<file path="src/design/gfjs_pkg.sv">
// ----------------------------------------------------------------------------
// gfjs_pkg: shared definitions for the grouped FIFO job scheduler
// Function codes, status codes, register indexes and default sizes.
// ----------------------------------------------------------------------------
package gfjs_pkg;

    localparam int unsigned DefGroups  = 8;
    localparam int unsigned DefEntries = 64;
    localparam int unsigned DefJobBits = 8;

    localparam logic [1:0] FUNC_ENQ  = 2'd0;
    localparam logic [1:0] FUNC_PICK = 2'd1;
    localparam logic [1:0] FUNC_MARK = 2'd2;

    localparam logic [1:0] ST_OK        = 2'd0;
    localparam logic [1:0] ST_POOL_FULL = 2'd1;
    localparam logic [1:0] ST_TBL_FULL  = 2'd2;

    localparam logic REG_PRIO_MODE  = 1'b0;
    localparam logic REG_BASE_SLICE = 1'b1;

endpackage

</file>
<file path="src/design/grouped_fifo_job_scheduler.sv">
// ----------------------------------------------------------------------------
// grouped_fifo_job_scheduler: round-robin scheduler over per-group job FIFOs
// Groups sorted by id, FIFO entries drawn from a shared linked-list pool.
// ----------------------------------------------------------------------------
// Usage:
//  Input channel (i_valid / o_stall): one transaction is a command: enqueue,
//  pick or start mark. Output channel (o_valid / i_stall): one result per
//  command. Config channel (i_cfg_valid / o_cfg_ready): register index and data.
//  A start mark, a resume or an unused code goes straight to the result.
//  Enqueue searches the group table one slot per cycle, then pops the pool
//  and updates the links; a new group adds a table shift of one slot per
//  cycle down to the insert slot. Pick reads each popped FIFO entry, then
//  its start mark, then checks it, until an unstarted job shows up or the
//  FIFO drains; in priority mode a found job's slice is then scaled by the
//  one 32x8 multiplier.
//  Only one command is in flight; o_stall is high from acceptance until the
//  result has been taken, and the result register holds steady while the
//  receiver stalls. The next command can be accepted the cycle after.
//  Reset: group 0 exists, all FIFOs empty. The pool free list is chained and
//  the start marks are cleared by a sweep after reset, during which no
//  command is accepted.
// ----------------------------------------------------------------------------
module grouped_fifo_job_scheduler
    import gfjs_pkg::*;
#(
    parameter int unsigned GROUPS   = DefGroups,
    parameter int unsigned ENTRIES  = DefEntries,
    parameter int unsigned JOB_BITS = DefJobBits
) (
    input  logic        i_clk,
    input  logic        i_rst_n,
    input  logic        i_valid,
    output logic        o_stall,
    input  logic [1:0]  i_func,
    input  logic [7:0]  i_job_id,
    input  logic [15:0] i_group_id,
    input  logic [7:0]  i_group_prio,
    input  logic        i_last_valid,
    input  logic        i_last_finished,
    input  logic [7:0]  i_last_job,
    input  logic [31:0] i_slice_in,
    input  logic [31:0] i_switch_in,
    output logic        o_valid,
    input  logic        i_stall,
    output logic        o_job_found,
    output logic [7:0]  o_picked_job,
    output logic        o_resumed,
    output logic [39:0] o_slice_out,
    output logic [31:0] o_switch_out,
    output logic [1:0]  o_status,
    input  logic        i_cfg_valid,
    output logic        o_cfg_ready,
    input  logic        i_cfg_index,
    input  logic [31:0] i_cfg_data
);

    localparam int unsigned GW = (GROUPS > 1) ? $clog2(GROUPS) : 1;
    localparam int unsigned GC = $clog2(GROUPS + 1);
    localparam int unsigned EW = $clog2(ENTRIES);
    localparam int unsigned EC = $clog2(ENTRIES + 1);
    localparam int unsigned NJ = 1 << JOB_BITS;
    localparam int unsigned INIT_N = (NJ > ENTRIES) ? NJ : ENTRIES;
    localparam int unsigned IW = $clog2(INIT_N + 1);

    typedef enum logic [3:0] {
        S_INIT, S_IDLE, S_SRCH, S_CHK, S_SHIFT, S_ALLOC, S_LINK,
        S_PSEL, S_PRD, S_PMK, S_PCHK, S_MUL, S_DONE
    } t_state;

    t_state          r_state;
    logic            r_prio_mode;
    logic [31:0]     r_base_slice;

    // group table (register file)
    logic [15:0]     r_gid  [GROUPS];
    logic [EW-1:0]   r_ghd  [GROUPS];
    logic [EW-1:0]   r_gtl  [GROUPS];
    logic            r_gvld [GROUPS];
    logic [GC-1:0]   r_gcnt;
    logic [GW-1:0]   r_rr;

    // entry pool memory
    logic [7:0]      m_job  [ENTRIES];
    logic [7:0]      m_prio [ENTRIES];
    logic [EW-1:0]   m_link [ENTRIES];
    logic [EW-1:0]   r_free_head;
    logic [EC-1:0]   r_free_cnt;
    logic [7:0]      r_rd_job, r_rd_prio;
    logic [EW-1:0]   r_rd_link;

    // start-mark memory, one registered read of the popped job per cycle
    logic            r_mark [NJ];
    logic            r_rd_mark;

    // command registers
    logic [7:0]      r_job, r_prio;
    logic [15:0]     r_grp;

    logic [GC-1:0]   r_idx;
    logic [GW-1:0]   r_slot;
    logic            r_hit;
    logic [GC-1:0]   r_pos;
    logic            r_pos_set;
    logic [EW-1:0]   r_cur;
    logic [IW-1:0]   r_init;

    logic            r_ovld;
    logic            r_found, r_res;
    logic [7:0]      r_pick;
    logic [39:0]     r_slo;
    logic [31:0]     r_swo;
    logic [1:0]      r_st;

    logic [GW-1:0]   w_idx;
    logic [GW-1:0]   w_nxt;

    assign w_idx  = r_idx[GW-1:0];
    assign w_nxt  = (GC'(r_rr) + GC'(1) >= r_gcnt) ? '0 : GW'(r_rr + 1'b1);

    assign o_stall      = (r_state != S_IDLE) || r_ovld;
    assign o_cfg_ready  = 1'b1;
    assign o_valid      = r_ovld;
    assign o_job_found  = r_found;
    assign o_picked_job = r_pick;
    assign o_resumed    = r_res;
    assign o_slice_out  = r_slo;
    assign o_switch_out = r_swo;
    assign o_status     = r_st;

    // entry and mark memories: one write port and one registered read per array
    always_ff @(posedge i_clk) begin
        r_rd_job  <= m_job[r_cur];
        r_rd_prio <= m_prio[r_cur];
        r_rd_link <= m_link[r_cur];
        r_rd_mark <= r_mark[JOB_BITS'(r_rd_job)];
        if (r_state == S_INIT) begin
            if (r_init < IW'(ENTRIES)) begin
                m_link[r_init[EW-1:0]] <= (r_init[EW-1:0] == EW'(ENTRIES - 1)) ? '0
                                          : EW'(r_init[EW-1:0] + 1'b1);
            end
        end else if (r_state == S_ALLOC) begin
            m_job[r_free_head]  <= r_job;
            m_prio[r_free_head] <= r_prio;
        end else if (r_state == S_LINK && r_gvld[r_slot]) begin
            m_link[r_gtl[r_slot]] <= r_cur;
        end else if (r_state == S_PCHK) begin
            m_link[r_cur] <= r_free_head;
        end
        if (r_state == S_INIT) begin
            if (r_init < IW'(NJ)) r_mark[r_init[JOB_BITS-1:0]] <= 1'b0;
        end else if (r_state == S_IDLE && i_valid && !r_ovld && i_func == FUNC_MARK) begin
            r_mark[JOB_BITS'(i_job_id)] <= 1'b1;
        end else if (r_state == S_LINK) begin
            // a queued job has not started
            r_mark[JOB_BITS'(r_job)] <= 1'b0;
        end
    end

    always_ff @(posedge i_clk) begin
        if (!i_rst_n) begin
            r_state     <= S_INIT;
            r_prio_mode <= 1'b0;
            r_base_slice <= '0;
            for (int i = 0; i < GROUPS; i++) begin
                r_gid[i]  <= '0;
                r_gvld[i] <= 1'b0;
            end
            r_gcnt      <= GC'(1);
            r_rr        <= '0;
            r_free_head <= '0;
            r_free_cnt  <= EC'(ENTRIES);
            r_init      <= '0;
            r_ovld      <= 1'b0;
            r_cur       <= '0;
        end else begin
            if (i_cfg_valid) begin
                if (i_cfg_index == REG_PRIO_MODE) r_prio_mode <= i_cfg_data[0];
                else                              r_base_slice <= i_cfg_data;
            end
            if (r_ovld && !i_stall) r_ovld <= 1'b0;
            case (r_state)
                S_INIT: begin
                    r_init <= r_init + 1'b1;
                    if (r_init == IW'(INIT_N - 1)) r_state <= S_IDLE;
                end
                S_IDLE: begin
                    if (i_valid && !r_ovld) begin
                        r_job <= i_job_id; r_grp <= i_group_id;
                        r_prio <= i_group_prio;
                        r_found <= 1'b0; r_res <= 1'b0; r_pick <= '0;
                        r_slo <= '0; r_swo <= '0; r_st <= ST_OK;
                        r_idx <= '0; r_hit <= 1'b0; r_pos <= r_gcnt; r_pos_set <= 1'b0;
                        case (i_func)
                            FUNC_ENQ: r_state <= S_SRCH;
                            FUNC_MARK: r_state <= S_DONE;
                            FUNC_PICK: begin
                                r_slo <= 40'(i_slice_in);
                                if (i_last_valid && !i_last_finished) begin
                                    r_found <= 1'b1; r_res <= 1'b1; r_pick <= i_last_job;
                                    r_state <= S_DONE;
                                end else begin
                                    r_swo <= i_switch_in;
                                    r_state <= S_PSEL;
                                end
                            end
                            default: r_state <= S_DONE;
                        endcase
                    end
                end
                S_SRCH: begin
                    // one slot per cycle: find match and insert position
                    if (r_idx >= r_gcnt) begin
                        r_state <= S_CHK;
                    end else begin
                        if (r_gid[w_idx] == r_grp && !r_hit) begin
                            r_hit <= 1'b1; r_slot <= w_idx;
                        end
                        if (r_gid[w_idx] > r_grp && !r_pos_set) begin
                            r_pos_set <= 1'b1; r_pos <= r_idx;
                        end
                        r_idx <= r_idx + 1'b1;
                    end
                end
                S_CHK: begin
                    // start the link read of the free head
                    r_cur <= r_free_head;
                    if (!r_hit && r_gcnt >= GC'(GROUPS)) begin
                        r_st <= ST_TBL_FULL; r_state <= S_DONE;
                    end else if (r_free_cnt == '0) begin
                        r_st <= ST_POOL_FULL; r_state <= S_DONE;
                    end else if (r_hit) begin
                        r_state <= S_ALLOC;
                    end else begin
                        r_idx <= r_gcnt;
                        r_state <= S_SHIFT;
                    end
                end
                S_SHIFT: begin
                    // move slots up one per cycle down to the insert position
                    if (r_idx > r_pos) begin
                        r_gid[w_idx]  <= r_gid[GW'(r_idx - 1'b1)];
                        r_ghd[w_idx]  <= r_ghd[GW'(r_idx - 1'b1)];
                        r_gtl[w_idx]  <= r_gtl[GW'(r_idx - 1'b1)];
                        r_gvld[w_idx] <= r_gvld[GW'(r_idx - 1'b1)];
                        r_idx <= r_idx - 1'b1;
                    end else begin
                        r_gid[GW'(r_pos)]  <= r_grp;
                        r_gvld[GW'(r_pos)] <= 1'b0;
                        if (GC'(r_rr) >= r_pos) r_rr <= GW'(r_rr + 1'b1);
                        r_gcnt <= r_gcnt + 1'b1;
                        r_slot <= GW'(r_pos);
                        r_state <= S_ALLOC;
                    end
                end
                S_ALLOC: begin
                    // entry write; link of the free head is read this edge
                    r_state <= S_LINK;
                end
                S_LINK: begin
                    // r_rd_link now holds link of the allocated entry
                    r_free_head <= r_rd_link;
                    r_free_cnt  <= r_free_cnt - 1'b1;
                    if (!r_gvld[r_slot]) r_ghd[r_slot] <= r_cur;
                    r_gtl[r_slot]  <= r_cur;
                    r_gvld[r_slot] <= 1'b1;
                    r_state <= S_DONE;
                end
                S_PSEL: begin
                    r_rr <= w_nxt; r_slot <= w_nxt;
                    r_cur <= r_ghd[w_nxt];
                    r_state <= r_gvld[w_nxt] ? S_PRD : S_DONE;
                end
                S_PRD: r_state <= S_PMK;
                S_PMK: r_state <= S_PCHK;
                S_PCHK: begin
                    // pop head, return it to the free list
                    if (r_cur == r_gtl[r_slot]) r_gvld[r_slot] <= 1'b0;
                    else r_ghd[r_slot] <= r_rd_link;
                    r_free_head <= r_cur;
                    r_free_cnt  <= r_free_cnt + 1'b1;
                    if (!r_rd_mark) begin
                        r_found <= 1'b1; r_pick <= r_rd_job;
                        r_state <= r_prio_mode ? S_MUL : S_DONE;
                    end else if (r_cur == r_gtl[r_slot]) begin
                        r_state <= S_DONE;
                    end else begin
                        r_cur <= r_rd_link;
                        r_state <= S_PRD;
                    end
                end
                S_MUL: begin
                    r_slo <= 40'(r_base_slice) * 40'(r_rd_prio);
                    r_state <= S_DONE;
                end
                S_DONE: begin
                    r_ovld <= 1'b1;
                    r_state <= S_IDLE;
                end
                default: r_state <= S_IDLE;
            endcase
        end
    end

    // free count never exceeds the pool
    a_free_bound: assert property (@(posedge i_clk) disable iff (!i_rst_n)
        r_free_cnt <= EC'(ENTRIES)) else $error("free count overflow");
    // group count stays within table
    a_grp_bound: assert property (@(posedge i_clk) disable iff (!i_rst_n)
        r_gcnt >= GC'(1) && r_gcnt <= GC'(GROUPS)) else $error("group count");
    // rr pointer stays within groups
    a_rr_bound: assert property (@(posedge i_clk) disable iff (!i_rst_n)
        GC'(r_rr) < r_gcnt) else $error("rr pointer out of range");
    // a result appears only after the done step
    a_out_src: assert property (@(posedge i_clk) disable iff (!i_rst_n)
        $rose(r_ovld) |-> $past(r_state) == S_DONE) else $error("stray result");

endmodule

</file>
<file path="config.mk">
export PLATFORM = sky130hd
export DESIGN_NAME = grouped_fifo_job_scheduler
export DESIGN_NICKNAME = d
export VERILOG_FILES = /design/src/design/gfjs_pkg.sv /design/src/design/grouped_fifo_job_scheduler.sv
export SDC_FILE = /design/constraint.sdc
export NUM_CORES = 2
export LEC_CHECK = 0
export ABC_AREA = 1
export BUFFER_PORTS_ARGS = -buffer_cell sky130_fd_sc_hd__buf_2
export CAP_MARGIN = 30
export CELL_PAD_IN_SITES_DETAIL_PLACEMENT = 1
export CELL_PAD_IN_SITES_GLOBAL_PLACEMENT = 1
export CORE_AREA = 4 4 534 536
export CTS_BUF_LIST = sky130_fd_sc_hd__clkbuf_4 sky130_fd_sc_hd__clkbuf_8
export DETAILED_ROUTE_END_ITERATION = 8
export DIE_AREA = 0 0 538 540
export PLACE_DENSITY_LB_ADDON = 0.25
export SYNTH_ARGS = -nofsm -noshare
export SYNTH_HDL_FRONTEND = slang
export SYNTH_SLANG_ARGS = --single-unit
</file>
<file path="constraint.sdc">
create_clock -name i_clk -period 16.6 [get_ports i_clk]
set_input_delay 2.49 -clock i_clk [delete_from_list [all_inputs] [get_ports i_clk]]
set_output_delay 2.49 -clock i_clk [all_outputs]
set_load 0.02 [all_outputs]
</file>
Yosys cells after proc, flatten, opt, wreduce, memory -nomap -nowiden:

Memories as Yosys holds them, arrays and structs flattened. A register that Yosys moved wholly into a read port is not among the register bits.
Cells that the tools add are included.

* bitwise logic cells: 5
* equality and inequality tests: 35
* reduce and logical (&&, ||, !) cells: 56
* mux-type cells: 151
* $mul: 1
* magnitude comparators: 8
* add/sub/neg operators: 9

Operator list (number)
* 40-bit one-hot mux with 2 select lines: 1
* 1-bit 2-to-1 mux: 77
* 4-bit 2-to-1 mux: 16
* 3-bit 2-to-1 mux: 20
* 6-bit 2-to-1 mux: 10
* 8-bit 2-to-1 mux: 6
* 4-bit one-hot mux with 11 select lines: 1
* 32-bit by 8-bit multiplier with 40-bit output: 1
* 40-bit 2-to-1 mux: 1
* 16-bit 2-to-1 mux: 2
* 32-bit 2-to-1 mux: 1
* 16-bit OR reduction: 2
* 2-bit != test, second input constant: 13
* 6-bit OR reduction: 4
* 4-bit equality test, second input constant: 5
* 6-bit one-hot mux with 3 select lines: 1
* 16-bit equality test: 1
* 4-bit by 3-bit equality test with 1-bit output, second input constant: 4
* 16-bit greater-than comparator: 1
* 4-bit one-hot mux with 2 select lines: 2
* 4-bit one-hot mux with 4 select lines: 1
* 8-bit one-hot mux with 2 select lines: 1
* 5-bit AND reduction: 3
* 7-bit one-hot mux with 2 select lines: 1
* other kinds (47): 90

* memories: 8
* output and inout port bits: 87
* register bits after elaboration: 202
* word-level logic and storage cells: 297
* bits of input ports: 146
* RAM bits: 1896

Memories
* m_job: words 64, bits a word 8, read ports 1, clocked after Yosys merged registers in 1, write ports 1, line grouped_fifo_job_scheduler.sv:83 `logic [7:0] m_job [ENTRIES];`
* m_prio: words 64, bits a word 8, read ports 1, clocked after Yosys merged registers in 1, write ports 1, line grouped_fifo_job_scheduler.sv:84 `logic [7:0] m_prio [ENTRIES];`
* m_link: words 64, bits a word 6, read ports 1, clocked after Yosys merged registers in 1, write ports 1, line grouped_fifo_job_scheduler.sv:85 `logic [EW-1:0] m_link [ENTRIES];`
* r_mark: words 256, bits a word 1, read ports 1, clocked after Yosys merged registers in 1, write ports 1, line grouped_fifo_job_scheduler.sv:92 `logic r_mark [NJ];`
* r_gid: words 8, bits a word 16, read ports 2, clocked after Yosys merged registers in 1, write ports 8, line grouped_fifo_job_scheduler.sv:75 `logic [15:0] r_gid [GROUPS];`
* r_ghd: words 8, bits a word 6, read ports 2, clocked after Yosys merged registers in 0, write ports 1, line grouped_fifo_job_scheduler.sv:76 `logic [EW-1:0] r_ghd [GROUPS];`
* 2 more memories

Logic depth before layout (Yosys ltp):

* depth in word-level cells: 10
* depth in mapped cells: 25
* depth with buffers taken out: 24

Worst setup path before layout:

No wires, ideal clock.

* path type: in2reg
* from: input i_valid
* to: memory r_mark[109], enable pin
* library setup time: 0.299 ns
* arrival: 7.777 ns
* required time: 16.301 ns
* stages: 9
* path slack: 8.524 ns
* path buffers: 1
* cells stage by stage: inv_1 nor2_1 nand2_2 nor3_4 a221oi_2 nor3_1 nand2_1 buf_2 nor2_1

* longest elaborated chain between the ends: 9
* elaborated cells between the ends (all ways): 15
* those cells by class: 10 x mux; 5 x reduce/logical

RTL lines
* start, declared: line grouped_fifo_job_scheduler.sv:32 `input logic i_valid,`
* 1-bit logical AND (*) (3 in series): line grouped_fifo_job_scheduler.sv:151 `end else if (r_state == S_IDLE && i_valid && !r_ovld && i_func == FUNC_MARK) begin`
* 1-bit 2-to-1 mux: line grouped_fifo_job_scheduler.sv:151
* 1-bit 2-to-1 mux: line grouped_fifo_job_scheduler.sv:149 `if (r_state == S_INIT) begin`
* 1-bit 2-to-1 mux (not written as such): line grouped_fifo_job_scheduler.sv:152 `r_mark[JOB_BITS'(i_job_id)] <= 1'b1;`
* 1-bit OR reduction (no source line)
* 8-bit 2-to-1 mux (no source line) / 1-bit 2-to-1 mux (equally long branches) (2 in series)
* end, declared: line grouped_fifo_job_scheduler.sv:92

Mark *: on every way between the ends. The rest lies on a longest branch, timed or not.

Worst setup path in the final report:

* from: input i_valid
* to: memory r_mark[237], enable pin

The elaborated chain is that of the path after synthesis.

==> qor.txt <==
GR Util met3: 0.0299
Worst path required time: 17230 ps
Clk slew on worst S/H paths: 60 ps
Sequential share of power: 0.529
RSZ-0062 raised after global routing: no
Hold depth: 2
#FFs+latches synth: 2127
Die Span Y: 540 µm
Crit path DAT: 6340 ps
Share of the synthesized area in the top cell type: 0.620
Drt pass-1 iters: 6
Met2 GRT Util: 0.351
Cell variety after synth: 55
Internal power: 8.51 mW
Avg Inst Size Synth: 10.7 µm²
R2R depth: 12
Clock network power share: 0.428
PostCTS Resize Cnt: 0
Max cap viols: 0
Clock Root Buffer: clkbuf_8
Area of the core: 281000 µm²
Drt first-iter violations: 5707
DPL Wire Length: 203 mm
Post-DRT Antenna Nets: 0
Fin crit share: 0.344
Total CTS buffers: 365
Post-synthesis cell count: 9102
Die W: 538 µm
Initial antenna violation count: 9
Fin cells: 13359
EDFF count, synth: 2017
Clock Path Buffers: 4
Num rows: 195
CTS tree: yes
FF+latch area: 62800 µm²
Clock latency on the worst-skew pair: 1000 ps
Multi-input logic area: 30100 µm²
Post-route clock skew: 76.0 ps
FF-to-FF setup slack: 11020 ps
Max Fanout on Critical Path: 85
Placed cell count: 12698
Setup_tns: 0 ps
Largest area contributor in the netlist: edfxtp_1
Worst reg2reg endpoint: m_link[49][0]
Setup-failing EPs final: 0
Hold-fix buffers at CTS: 0
Vias/cell: 5.40
M1 GR Usage: 0.297
Combinational fraction of design power: 0.043
Layout Nets: 9755
Vias in the first global route: 74377
Synth Warn #: 0
Slew margin rel.: 0.316
Die Area: 291000 µm²
Peak VDD IR: 0.0579 mV
Power per cell area: 100 nW/µm²
Hold worst-path end: r_rr[1]
Global-route wire length before repair: 477 mm
Initial Util: 0.348
# fillers: 30787
Switch Pwr: 2.56 mW
Post CTS Setup Buffer Count: 0
DRT Wirelength: 321 mm
Achievable Freq: 0.175 GHz
Largest net degree at the start of global routing: 130
Kind of critical path: in -> reg
Crit. End Element: flip-flop
Layout area overhead: 13.0%
Worst hold path class: reg -> reg
Clock sinks: 2127
Hold WS: 519 ps
Outcome: completed
Gr busiest metal: met2
DRC: 0
Layout cell share with drive strength beyond 1: 0.111
Dominant synthesized flop cell: edfxtp_1
Vias post-DR: 72150
All-Layer GR Usage: 0.214
H-tree levels: 5
GRT overflow: 0
DR WL/cell: 24.0 µm
Final Critical Period: 5720 ps
Fraction of synthesis flops using an asynchronous set or reset pin: 0
Worst-Margin Slew: 1020 ps
Io pins: 233
Hold Fails Final Rpt: 0
Synth area leaders: edfxtp_1, nor2_1, o21ai_0
I/O Buffers: 231
Sw Ratio: 0.232
Startpoint types: input port
Sequential element share of the synthesized area: 0.643
Post-Syn Area: 97600 µm²
Static leakage: 41.1 nW
Max-slew violation count: 0
Syn Nets: 9532
Min-delay src: r_rr[1]
Gpl congestion: 0.842
[critical path, cell delays in order]
cell and delay, ps:
buf_2 80, inv_1 30, nor2_1 160, nand2_2 160, nor3_4 160, buf_4 620, buf_4 730, a22o_1 230
a21oi_1 80, nor3_1 470, nand2_1 670, nor2_1 310
[power by group through the flow]
| stage | Sequential, mW | Clock (mW) | Combinational (mW) |
|---|---|---|---|
| after global routing | 5.86 | 5.11 | 0.532 |
| final | 5.87 | 4.74 | 0.473 |
| after global placement | 5.98 | 0 | 0.463 |
| after CTS | 5.87 | 4.85 | 0.479 |
| after floorplan | 5.96 | 0 | 0.302 |
| after detailed placement | 5.98 | 0 | 0.476 |
[through the flow]
stage	utilization	setup slack [ps]	area (µm²)	power, mW
floorplan	-	8520	97600	6.26
global placement	0.366	10070	103000	6.44
detailed placement	0.367	9810	103000	6.45
CTS	0.393	10900	110000	11.2
global route	0.393	10540	110000	11.5
finish	0.393	10880	110000	11.1
[placed cells by master, fill, tap and decap left out, drive strengths merged, types with 153 or more instances in the layout]
cell type and n:
nor2 1880, clkinv 153, a21oi 250, o21ai 1417
o22ai 460, nand3 227, clkbuf 475, inv 702
nand2 841, edfxtp 2017, fa 181, buf 446
[area by class of cell]
type	count	area share
Sequential cell	2127	0.569
Tap cell	3743	0.0425
Timing Repair Buffer	447	0.0270
Clock inverter	172	0.0103
Inverter	703	0.0241
Clock buffer	474	0.0539
Multi-Input combinational cell	5681	0.273
Antenna cell	12	0.000272
[sequential cells by signal (all words and copies together), names as in the netlist, 9 cells and up, named ones only]
signal,cells
m_job,512
r_gid,128
m_link,384
r_init,9
r_base_slice,32
r_grp,16
r_ghd,48
r_mark,256
o_slice_out,40
m_prio,512
o_switch_out,32
r_gtl,48
[cells by family (layout without fill, tap and decap cells)]
kind of cell    count (synthesis)  count (layout)  synth area share
flops                        2127            2127             0.643
compound gates               2346            2346             0.133
other cells                     1              13         0.0000384
fa+ha+maj                     284             284            0.0503
buf+inv                      1294            1796            0.0503
simple gates                 3020            3020             0.121
xor+xnor                       30              30           0.00269
[per-layer routing]
layer | vias up | wire (µm)
li1 | 32403 | -
met1 | 37031 | 142000
met2 | 2205 | 151000
met3 | 511 | 19100
met4 | 0 | 8910
met5 | - | 0
[Yosys cell counts (103+ instances only)]
library cell  number
inv_1            691
fa_1             181
nand2_1          833
nor2_1          1875
edfxtp_1        2017
ha_1             103
clkbuf_1         525
o21ai_0         1401
dfxtp_1          110
o22ai_1          460
nand3_1          227
a21oi_1          250
[worst max path at each step]
stage | from | end | cells after the start
floorplan | i_valid | r_mark[109] | 9
global placement | i_valid | r_mark[91] | 13
detailed placement | i_valid | r_mark[59] | 13
CTS | i_valid | r_mark[59] | 13
global route | i_valid | r_mark[171] | 13
finish | i_valid | r_mark[237] | 12
Power figures use the tool's default switching activity.
